<file path="config.mk">
export PLATFORM = sky130hd
export DESIGN_NAME = shu_ctrl
export DESIGN_NICKNAME = d
export VERILOG_FILES = /design/src/sha512_stream_hasher_unit_defines.svh /design/src/shu_pkg.sv /design/src/shu_ctrl.sv
export SDC_FILE = /design/constraint.sdc
export NUM_CORES = 1
export LEC_CHECK = 0
export BUFFER_PORTS_ARGS = -buffer_cell sky130_fd_sc_hd__buf_2
export CAP_MARGIN = 20
export CORE_AREA = 2 2 43 45
export CTS_CLUSTER_DIAMETER = 120
export CTS_CLUSTER_SIZE = 14
export DETAILED_ROUTE_END_ITERATION = 12
export DIE_AREA = 0 0 45 47
export PLACE_DENSITY_LB_ADDON = 0.2
export SETUP_SLACK_MARGIN = 0.1
export SYNTH_ARGS = -nofsm -noshare
export SYNTH_HDL_FRONTEND = slang
export SYNTH_SLANG_ARGS = --single-unit
</file>
<file path="constraint.sdc">
create_clock -name clk -period 1.4 [get_ports clk]
set_input_delay 0.07 -clock clk [delete_from_list [all_inputs] [get_ports clk]]
set_output_delay 0.07 -clock clk [all_outputs]
set_load 0.005 [all_outputs]
</file>
<file path="src/sha512_stream_hasher_unit_defines.svh">
// Assertion macros used by the SHA-512 stream hasher datapath.
// No dependencies.
`ifndef SHA512_STREAM_HASHER_UNIT_DEFINES_SVH
`define SHA512_STREAM_HASHER_UNIT_DEFINES_SVH
// assert that an antecedent implies a consequent in the same cycle
`define SHU_ASSERT_IMPL(label, clk_s, rst_s, ante, cons, msg) \
  label: assert property (@(posedge clk_s) disable iff (rst_s) (ante) |-> (cons)) \
    else $error(msg);
// assert that an antecedent implies a consequent in the next cycle
`define SHU_ASSERT_NEXT(label, clk_s, rst_s, ante, cons, msg) \
  label: assert property (@(posedge clk_s) disable iff (rst_s) (ante) |=> (cons)) \
    else $error(msg);
`endif

</file>
<file path="src/shu_pkg.sv">
// Package for the SHA-512 stream hasher: types, constants, a rotate function.
// No dependencies.
`timescale 1ns / 1ps
package shu_pkg;

  typedef enum logic [3:0] {
    ST_IDLE,
    ST_INIT,
    ST_ROUND,
    ST_ADD,
    ST_PAD_80,
    ST_PAD_ZERO,
    ST_PAD_LEN,
    ST_EMIT
  } shu_state_t;

  typedef struct packed {
    logic wr_byte;
    logic wr_pad80;
    logic wr_zero;
    logic wr_len;
    logic clr_msg;
    logic load_vars;
    logic do_round;
    logic add_hash;
    logic reset_hash;
    logic clr_round;
    logic out_load;
  } shu_cmd_t;

  typedef struct packed {
    logic [6:0] fill;
    logic       round_last;
    logic       out_last;
  } shu_sts_t;

  localparam logic [63:0] INIT_HASH [8] = '{
    64'h6a09e667f3bcc908, 64'hbb67ae8584caa73b, 64'h3c6ef372fe94f82b,
    64'ha54ff53a5f1d36f1, 64'h510e527fade682d1, 64'h9b05688c2b3e6c1f,
    64'h1f83d9abfb41bd6b, 64'h5be0cd19137e2179};

  localparam logic [63:0] ROUND_K [80] = '{
    64'h428a2f98d728ae22, 64'h7137449123ef65cd, 64'hb5c0fbcfec4d3b2f, 64'he9b5dba58189dbbc,
    64'h3956c25bf348b538, 64'h59f111f1b605d019, 64'h923f82a4af194f9b, 64'hab1c5ed5da6d8118,
    64'hd807aa98a3030242, 64'h12835b0145706fbe, 64'h243185be4ee4b28c, 64'h550c7dc3d5ffb4e2,
    64'h72be5d74f27b896f, 64'h80deb1fe3b1696b1, 64'h9bdc06a725c71235, 64'hc19bf174cf692694,
    64'he49b69c19ef14ad2, 64'hefbe4786384f25e3, 64'h0fc19dc68b8cd5b5, 64'h240ca1cc77ac9c65,
    64'h2de92c6f592b0275, 64'h4a7484aa6ea6e483, 64'h5cb0a9dcbd41fbd4, 64'h76f988da831153b5,
    64'h983e5152ee66dfab, 64'ha831c66d2db43210, 64'hb00327c898fb213f, 64'hbf597fc7beef0ee4,
    64'hc6e00bf33da88fc2, 64'hd5a79147930aa725, 64'h06ca6351e003826f, 64'h142929670a0e6e70,
    64'h27b70a8546d22ffc, 64'h2e1b21385c26c926, 64'h4d2c6dfc5ac42aed, 64'h53380d139d95b3df,
    64'h650a73548baf63de, 64'h766a0abb3c77b2a8, 64'h81c2c92e47edaee6, 64'h92722c851482353b,
    64'ha2bfe8a14cf10364, 64'ha81a664bbc423001, 64'hc24b8b70d0f89791, 64'hc76c51a30654be30,
    64'hd192e819d6ef5218, 64'hd69906245565a910, 64'hf40e35855771202a, 64'h106aa07032bbd1b8,
    64'h19a4c116b8d2d0c8, 64'h1e376c085141ab53, 64'h2748774cdf8eeb99, 64'h34b0bcb5e19b48a8,
    64'h391c0cb3c5c95a63, 64'h4ed8aa4ae3418acb, 64'h5b9cca4f7763e373, 64'h682e6ff3d6b2b8a3,
    64'h748f82ee5defb2fc, 64'h78a5636f43172f60, 64'h84c87814a1f0ab72, 64'h8cc702081a6439ec,
    64'h90befffa23631e28, 64'ha4506cebde82bde9, 64'hbef9a3f7b2c67915, 64'hc67178f2e372532b,
    64'hca273eceea26619c, 64'hd186b8c721c0c207, 64'heada7dd6cde0eb1e, 64'hf57d4f7fee6ed178,
    64'h06f067aa72176fba, 64'h0a637dc5a2c898a6, 64'h113f9804bef90dae, 64'h1b710b35131c471b,
    64'h28db77f523047d84, 64'h32caab7b40c72493, 64'h3c9ebe0a15c9bebc, 64'h431d67c49c100d4c,
    64'h4cc5d4becb3e42b6, 64'h597f299cfc657e2a, 64'h5fcb6fab3ad6faec, 64'h6c44198c4a475817};

  localparam logic [7:0] PAD_BYTE  = 8'h80;
  localparam logic [6:0] LEN_START = 7'd112;
  localparam logic [6:0] LEN_LAST  = 7'd127;
  localparam logic [6:0] FILL_LAST = 7'd127;
  localparam logic [6:0] LAST_ROUND = 7'd79;

  function automatic logic [63:0] rotr(input logic [63:0] x, input int unsigned n);
    rotr = (x >> n) | (x << (64 - n));
  endfunction

endpackage

</file>
<file path="src/shu_ctrl.sv">
// Controller for the SHA-512 stream hasher: sequences absorb, pad, rounds, emit.
// Depends on shu_pkg.
`timescale 1ns / 1ps
module shu_ctrl import shu_pkg::*; (
  input  logic       clk,
  input  logic       rst,
  input  logic       in_valid,
  input  logic       byte_valid,
  input  logic       finish,
  output logic       in_ready,
  output shu_cmd_t   cmd,
  input  shu_sts_t   sts
);

  shu_state_t state, state_next;
  logic fin_pend, fin_pend_next;   // finish still to run after a block
  logic final_blk, final_blk_next; // compressing the length block
  logic full_pad, full_pad_next;   // padding the extra block before the length one

  always_ff @(posedge clk) begin
    if (rst) begin
      state     <= ST_IDLE;
      fin_pend  <= 1'b0;
      final_blk <= 1'b0;
      full_pad  <= 1'b0;
    end else begin
      state     <= state_next;
      fin_pend  <= fin_pend_next;
      final_blk <= final_blk_next;
      full_pad  <= full_pad_next;
    end
  end

  always_comb begin
    state_next     = state;
    fin_pend_next  = fin_pend;
    final_blk_next = final_blk;
    full_pad_next  = full_pad;
    unique case (state)
      ST_IDLE: begin
        if (in_valid) begin
          if (byte_valid && sts.fill == FILL_LAST) begin
            state_next    = ST_INIT;
            fin_pend_next = finish;
          end else if (finish) begin
            state_next = ST_PAD_80;
          end
        end
      end
      ST_INIT: state_next = ST_ROUND;
      ST_ROUND: if (sts.round_last) state_next = ST_ADD;
      ST_ADD: begin
        if (final_blk) begin
          state_next     = ST_EMIT;
          final_blk_next = 1'b0;
        end else if (full_pad) begin
          state_next    = ST_PAD_ZERO;
          full_pad_next = 1'b0;
        end else if (fin_pend) begin
          state_next    = ST_PAD_80;
          fin_pend_next = 1'b0;
        end else begin
          state_next = ST_IDLE;
        end
      end
      ST_PAD_80: begin
        if (sts.fill > LEN_START - 7'd1 || sts.fill == FILL_LAST) begin
          // 0x80 lands at 112 or later: finish this block first, zero-filling any bytes left
          state_next = (sts.fill == FILL_LAST) ? ST_INIT : ST_PAD_ZERO;
          full_pad_next = (sts.fill != FILL_LAST);
          if (sts.fill == FILL_LAST) full_pad_next = 1'b1;
        end else begin
          state_next = ST_PAD_ZERO;
        end
      end
      ST_PAD_ZERO: begin
        if (full_pad) begin
          if (sts.fill == FILL_LAST) state_next = ST_INIT;
        end else if (sts.fill == LEN_START - 7'd1 || sts.fill >= LEN_START) begin
          state_next = ST_PAD_LEN;
        end
      end
      ST_PAD_LEN: begin
        if (sts.fill == LEN_LAST) begin
          state_next     = ST_INIT;
          final_blk_next = 1'b1;
        end
      end
      ST_EMIT: if (sts.out_last) state_next = ST_IDLE;
      default: state_next = ST_IDLE;
    endcase
  end

  always_comb begin
    cmd      = '0;
    in_ready = 1'b0;
    unique case (state)
      ST_IDLE: begin
        in_ready = 1'b1;
        cmd.wr_byte = in_valid && byte_valid;
      end
      ST_INIT: cmd.load_vars = 1'b1;
      ST_ROUND: cmd.do_round = 1'b1;
      ST_ADD: begin
        cmd.add_hash  = 1'b1;
        cmd.clr_round = 1'b1;
        cmd.out_load  = final_blk;
      end
      ST_PAD_80: cmd.wr_pad80 = 1'b1;
      ST_PAD_ZERO: cmd.wr_zero = !(!full_pad && sts.fill >= LEN_START);
      ST_PAD_LEN: cmd.wr_len = 1'b1;
      ST_EMIT: begin
        if (sts.out_last) begin
          cmd.reset_hash = 1'b1;
          cmd.clr_msg    = 1'b1;
        end
      end
      default: ;
    endcase
  end

endmodule

</file>
; ---- Word level (Yosys, flattened, before mapping)
; Cells that the tools add are included.
[word_totals]
reg_bits = 7
in_bits = 14
elab_cells = 77
[classes]
order_cmp = 2
n_eq_ne = 20
n_mux = 36
reduce_logical = 15
[ops]
columns = operator, n
row1 = 4-bit 2-to-1 mux, 8
row2 = 4-bit case mux with 8 select lines, 1
row3 = 1-bit 2-to-1 mux, 18
row4 = "4-bit by 3-bit equality test with 1-bit output, second input constant", 4
row5 = "2-bit != test, second input constant", 8
row6 = 3-bit 2-to-1 mux, 5
row7 = "7-bit equality test, second input constant", 2
row8 = 5-bit AND reduction, 2
row9 = "4-bit by 2-bit equality test with 1-bit output, second input constant", 2
row10 = "7-bit >= comparator, second input constant", 1
row11 = "7-bit > comparator, second input constant", 1
row12 = "7-bit != test, second input constant", 1
row13 = "3-bit != test, second input constant", 2
row14 = 1-bit case mux with 2 select lines, 3
row15 = 2-bit nonzero test, 3
row16 = "4-bit by 1-bit equality test with 1-bit output, second input constant", 1
row17 = 4-bit logical NOT, 1
row18 = 1-bit logical AND, 3
row19 = 3-bit AND reduction, 1
row20 = 1-bit logical NOT, 2
row21 = 1-bit logical OR, 2
row22 = 2-bit 2-to-1 mux, 1
row23 = 2-bit AND reduction, 1

; ---- Longest topological paths before layout
[logic_depth]
word_depth = 5
mapped_depth = 6
depth_no_buf = 5

; ---- Worst setup path before layout
; No wires, ideal clock.
[synth_timing]
path_type = flip-flop to flip-flop
startpoint = reg state[3]
endpoint = reg fin_pend
setup_ns = 0.127
arrival_ns = 1.238
required_ns = 1.273
setup_slack_ns = 0.035
stages_incl_launch_ff = 7
n_path_buf = 1
synth_period_minus_slack_ns = 1.365
path_cell_list = dfxtp_1 buf_2 nor4_4 and3_1 nand2_1 o311ai_0 a21oi_1
[synth_between]
elab_chain_len = 3
elab_cells_between_ends = 9
cone_classes = 5 x eq/ne / 1 x mux / 3 x reduce/logical
[synth_rtl]
columns = item, line_no
row1 = "start, declared", shu_ctrl.sv:15  ; shu_state_t state, state_next;
row2 = "start signal, assigned", shu_ctrl.sv:27  ; state <= state_next;
row3 = 4-bit by 2-bit equality test with 1-bit output / 4-bit logical NOT (equally long branches), shu_ctrl.sv:39  ; unique case (state)
row4 = 2-bit != test (no source line) / 2-bit nonzero test (equally long branches), n/a
row5 = 5-bit AND reduction (no source line), n/a
row6 = "end signal, assigned", shu_ctrl.sv:28  ; fin_pend <= fin_pend_next;
row7 = "end, declared", shu_ctrl.sv:16  ; logic fin_pend, fin_pend_next;
; Several ways; a longest one is shown, not always the timed one.
; A chain may end at the register's enable or synchronous reset.

==> reports/results.tsv <==
metric	value	unit
status	complete, no violations	
startpoint types	register	
clock-pin slew on the worst setup and hold paths	0.06	ns
htree depth	1	
DIE HEIGHT	47	um
RSZ-0062 raised after global routing	yes	
M1 WL	846	um
final setup vio count	0	
nets@finish	142	
total of flip-flops plus latches after synthesis	7	
DR top layer	met4	
Seq/Total Area, Yosys	21.5	%
Final Core Density	62.7	%
CTS sink count	7	
P&R area growth vs syn	58.9	%
final hold violation count	0	
dpl hpwl	1470	um
final setup margin	0.0160	ns
worst slack at placement	0.0396	ns
period utilization	98.9	%
CTS Buffer Depth	2	
first-pass GRT wire length	3010	um
final instance area	1040	um^2
Core Rows	15	
core area	1650	um^2
crit path DAT	1.31	ns
Post-route DRC	0	
number of antenna violations at the first check in global routing	0	
Req. time, crit path	1.33	ns
largest family of logic cells by synthesized area	simple AND/OR/NAND/NOR gates	
simple-gate area share of the yosys netlist	34.5	%
Ports	26	
ratio of cells with drive above 1 in the final layout	54.3	%
Worst Hold Class	in2reg	
Clock Tree Root	clkbuf_4	
multiplexer share of the synthesized area	0	%
worst-path maximum fanout	4	
Leak	0.464	nW
Synth Area in Adders	0	%
vias per cell	5.50	
total wire length	2000	um
die area	2120	um^2
fmax	723	MHz
largest net degree at the start of global routing	9	
CTS tree	built	
Synth Warn #	0	
DR WL met2	1010	um
setup TNS	0	ns
routed wl met3	116	um
gpl congestion	0.892	
Tot GR Track Use	19.6	%
Worst VDD drop	0.360	mV
routed length per instance	13.9	um
post-synthesis cell type count	36	
complex-gate fraction of the synthesized area	29.6	%
most frequent cells in the layout	buf_2 (22), buf_4 (15), nand2_1 (7), nor2_1 (7), buf_6 (7)	
Initial Util	39.5	%
Syn Area/Cell	7.49	um^2
clk_skew	0.000880	ns
XOR/XNOR Fraction of Synth Area	0	%
total power	508	uW
Post-Syn Instances	87	
PD cells	490	nW/um^2
critical path class	reg2out	
total gr overflow	0	
vias	792	
Iteration-0 DRC Markers	11	
Pre-Repair DR Iteration Count	4	
CTS buffer count	3	
most common cell after layout, fill and taps aside	buf_2	
total of max-cap violations	0	
vias in the first global route	697	
Worst Setup End Kind	output port	
n_diodes	0	
post-synthesis instance area	652	um^2
Clock Latency Late Sink	0.25	ns
Chip Width	45	um
port buffer count	25	
fin crit period	1.38	ns
Pins Over Slew Limit	0	
Post-DP Area	867	um^2
post-route ant nets	0	
post-synth net total	101	
registers in the layout, summed over array words and instances, names as in the netlist:
name / cells
state: 4
fin_pend: 1
final_blk: 1
full_pad: 1
metal layers:
metal / up-vias / global-route usage, %
li1: 396 / -
met1: 363 / 24.4
met2: 27 / 34.0
met3: 6 / 2.69
met4: 0 / 8.24
met5: - / 0
through the flow:
step,hold slack [ns],cells
after floorplan,0.139,87
after global placement,0.334,136
after detailed placement,0.327,136
after CTS,0.0658,142
after global routing,0.0983,144
final,0.0828,144
cells by family after synthesis:
logic type	count (synthesis)
flip-flops	7
AND/OR/NAND/NOR	41
AO/OA/AOI/OAI	25
buffers and inverters	13
other	1
cells in the mapped netlist (all sizes together):
master	count	area (um^2)
buf	9	75.1
nand2	9	33.8
nor2	8	30.0
nor3	8	45.0
dfxtp	7	140
a21oi	4	20.0
inv	4	15.0
nor2b	4	25.0
o21ai	4	20.0
a211oi	3	22.5
a22oi	2	15.0
and3	2	12.5
nand2b	2	15.0
nand3	2	10.0
nand4	2	12.5
o21a	2	15.0
o22ai	2	12.5
a2111oi	1	27.5
a211o	1	8.76
a311oi	1	8.76
a31o	1	8.76
a41o	1	10.0
and2	1	6.26
conb	1	3.75
nand3b	1	7.51
nor4	1	21.3
o211ai	1	7.51
o311ai	1	8.76
o31ai	1	7.51
or2	1	6.26
layout make-up:
type	instances	area (um^2)
multi-input combinational	67	499
timing repair buffer	45	322
sequential	7	153
clock buffer	4	26.3
tap	17	21.3
inverter	4	15.0
fill	148	616
path summary, 6_finish.rpt:
path / slack [ns] / from / end / depth (start not counted)
setup reg to reg: 0.04 / state[0] / state[1] / 7
setup / recovery: 0.02 / state[0] / cmd[10] / 4
hold / removal: 0.08 / finish / fin_pend / 3
hold reg to reg: 0.48 / fin_pend / fin_pend / 2
power breakdown:
part	switching (mW)	total, mW	internal [mW]
Clock	0.0819	0.191	0.109
Combinational	0.0525	0.113	0.0608
Sequential	0.00525	0.203	0.198
Total	0.140	0.508	0.368
critical path: stages (launching register included):
cell,delay (ns)
dfxtp_4,0.35
buf_6,0.12
nor4_4,0.26
and3_4,0.24
buf_6,0.09
repair_timing:
action	CTS	global route
setup endpoints to repair	16	18
setup buffers	2	2
pin swaps	10	6
hold buffers	0	0
endpoints found under the hold margin	0	0
resized for setup	20	10
(Power assumes the default switching activity.)
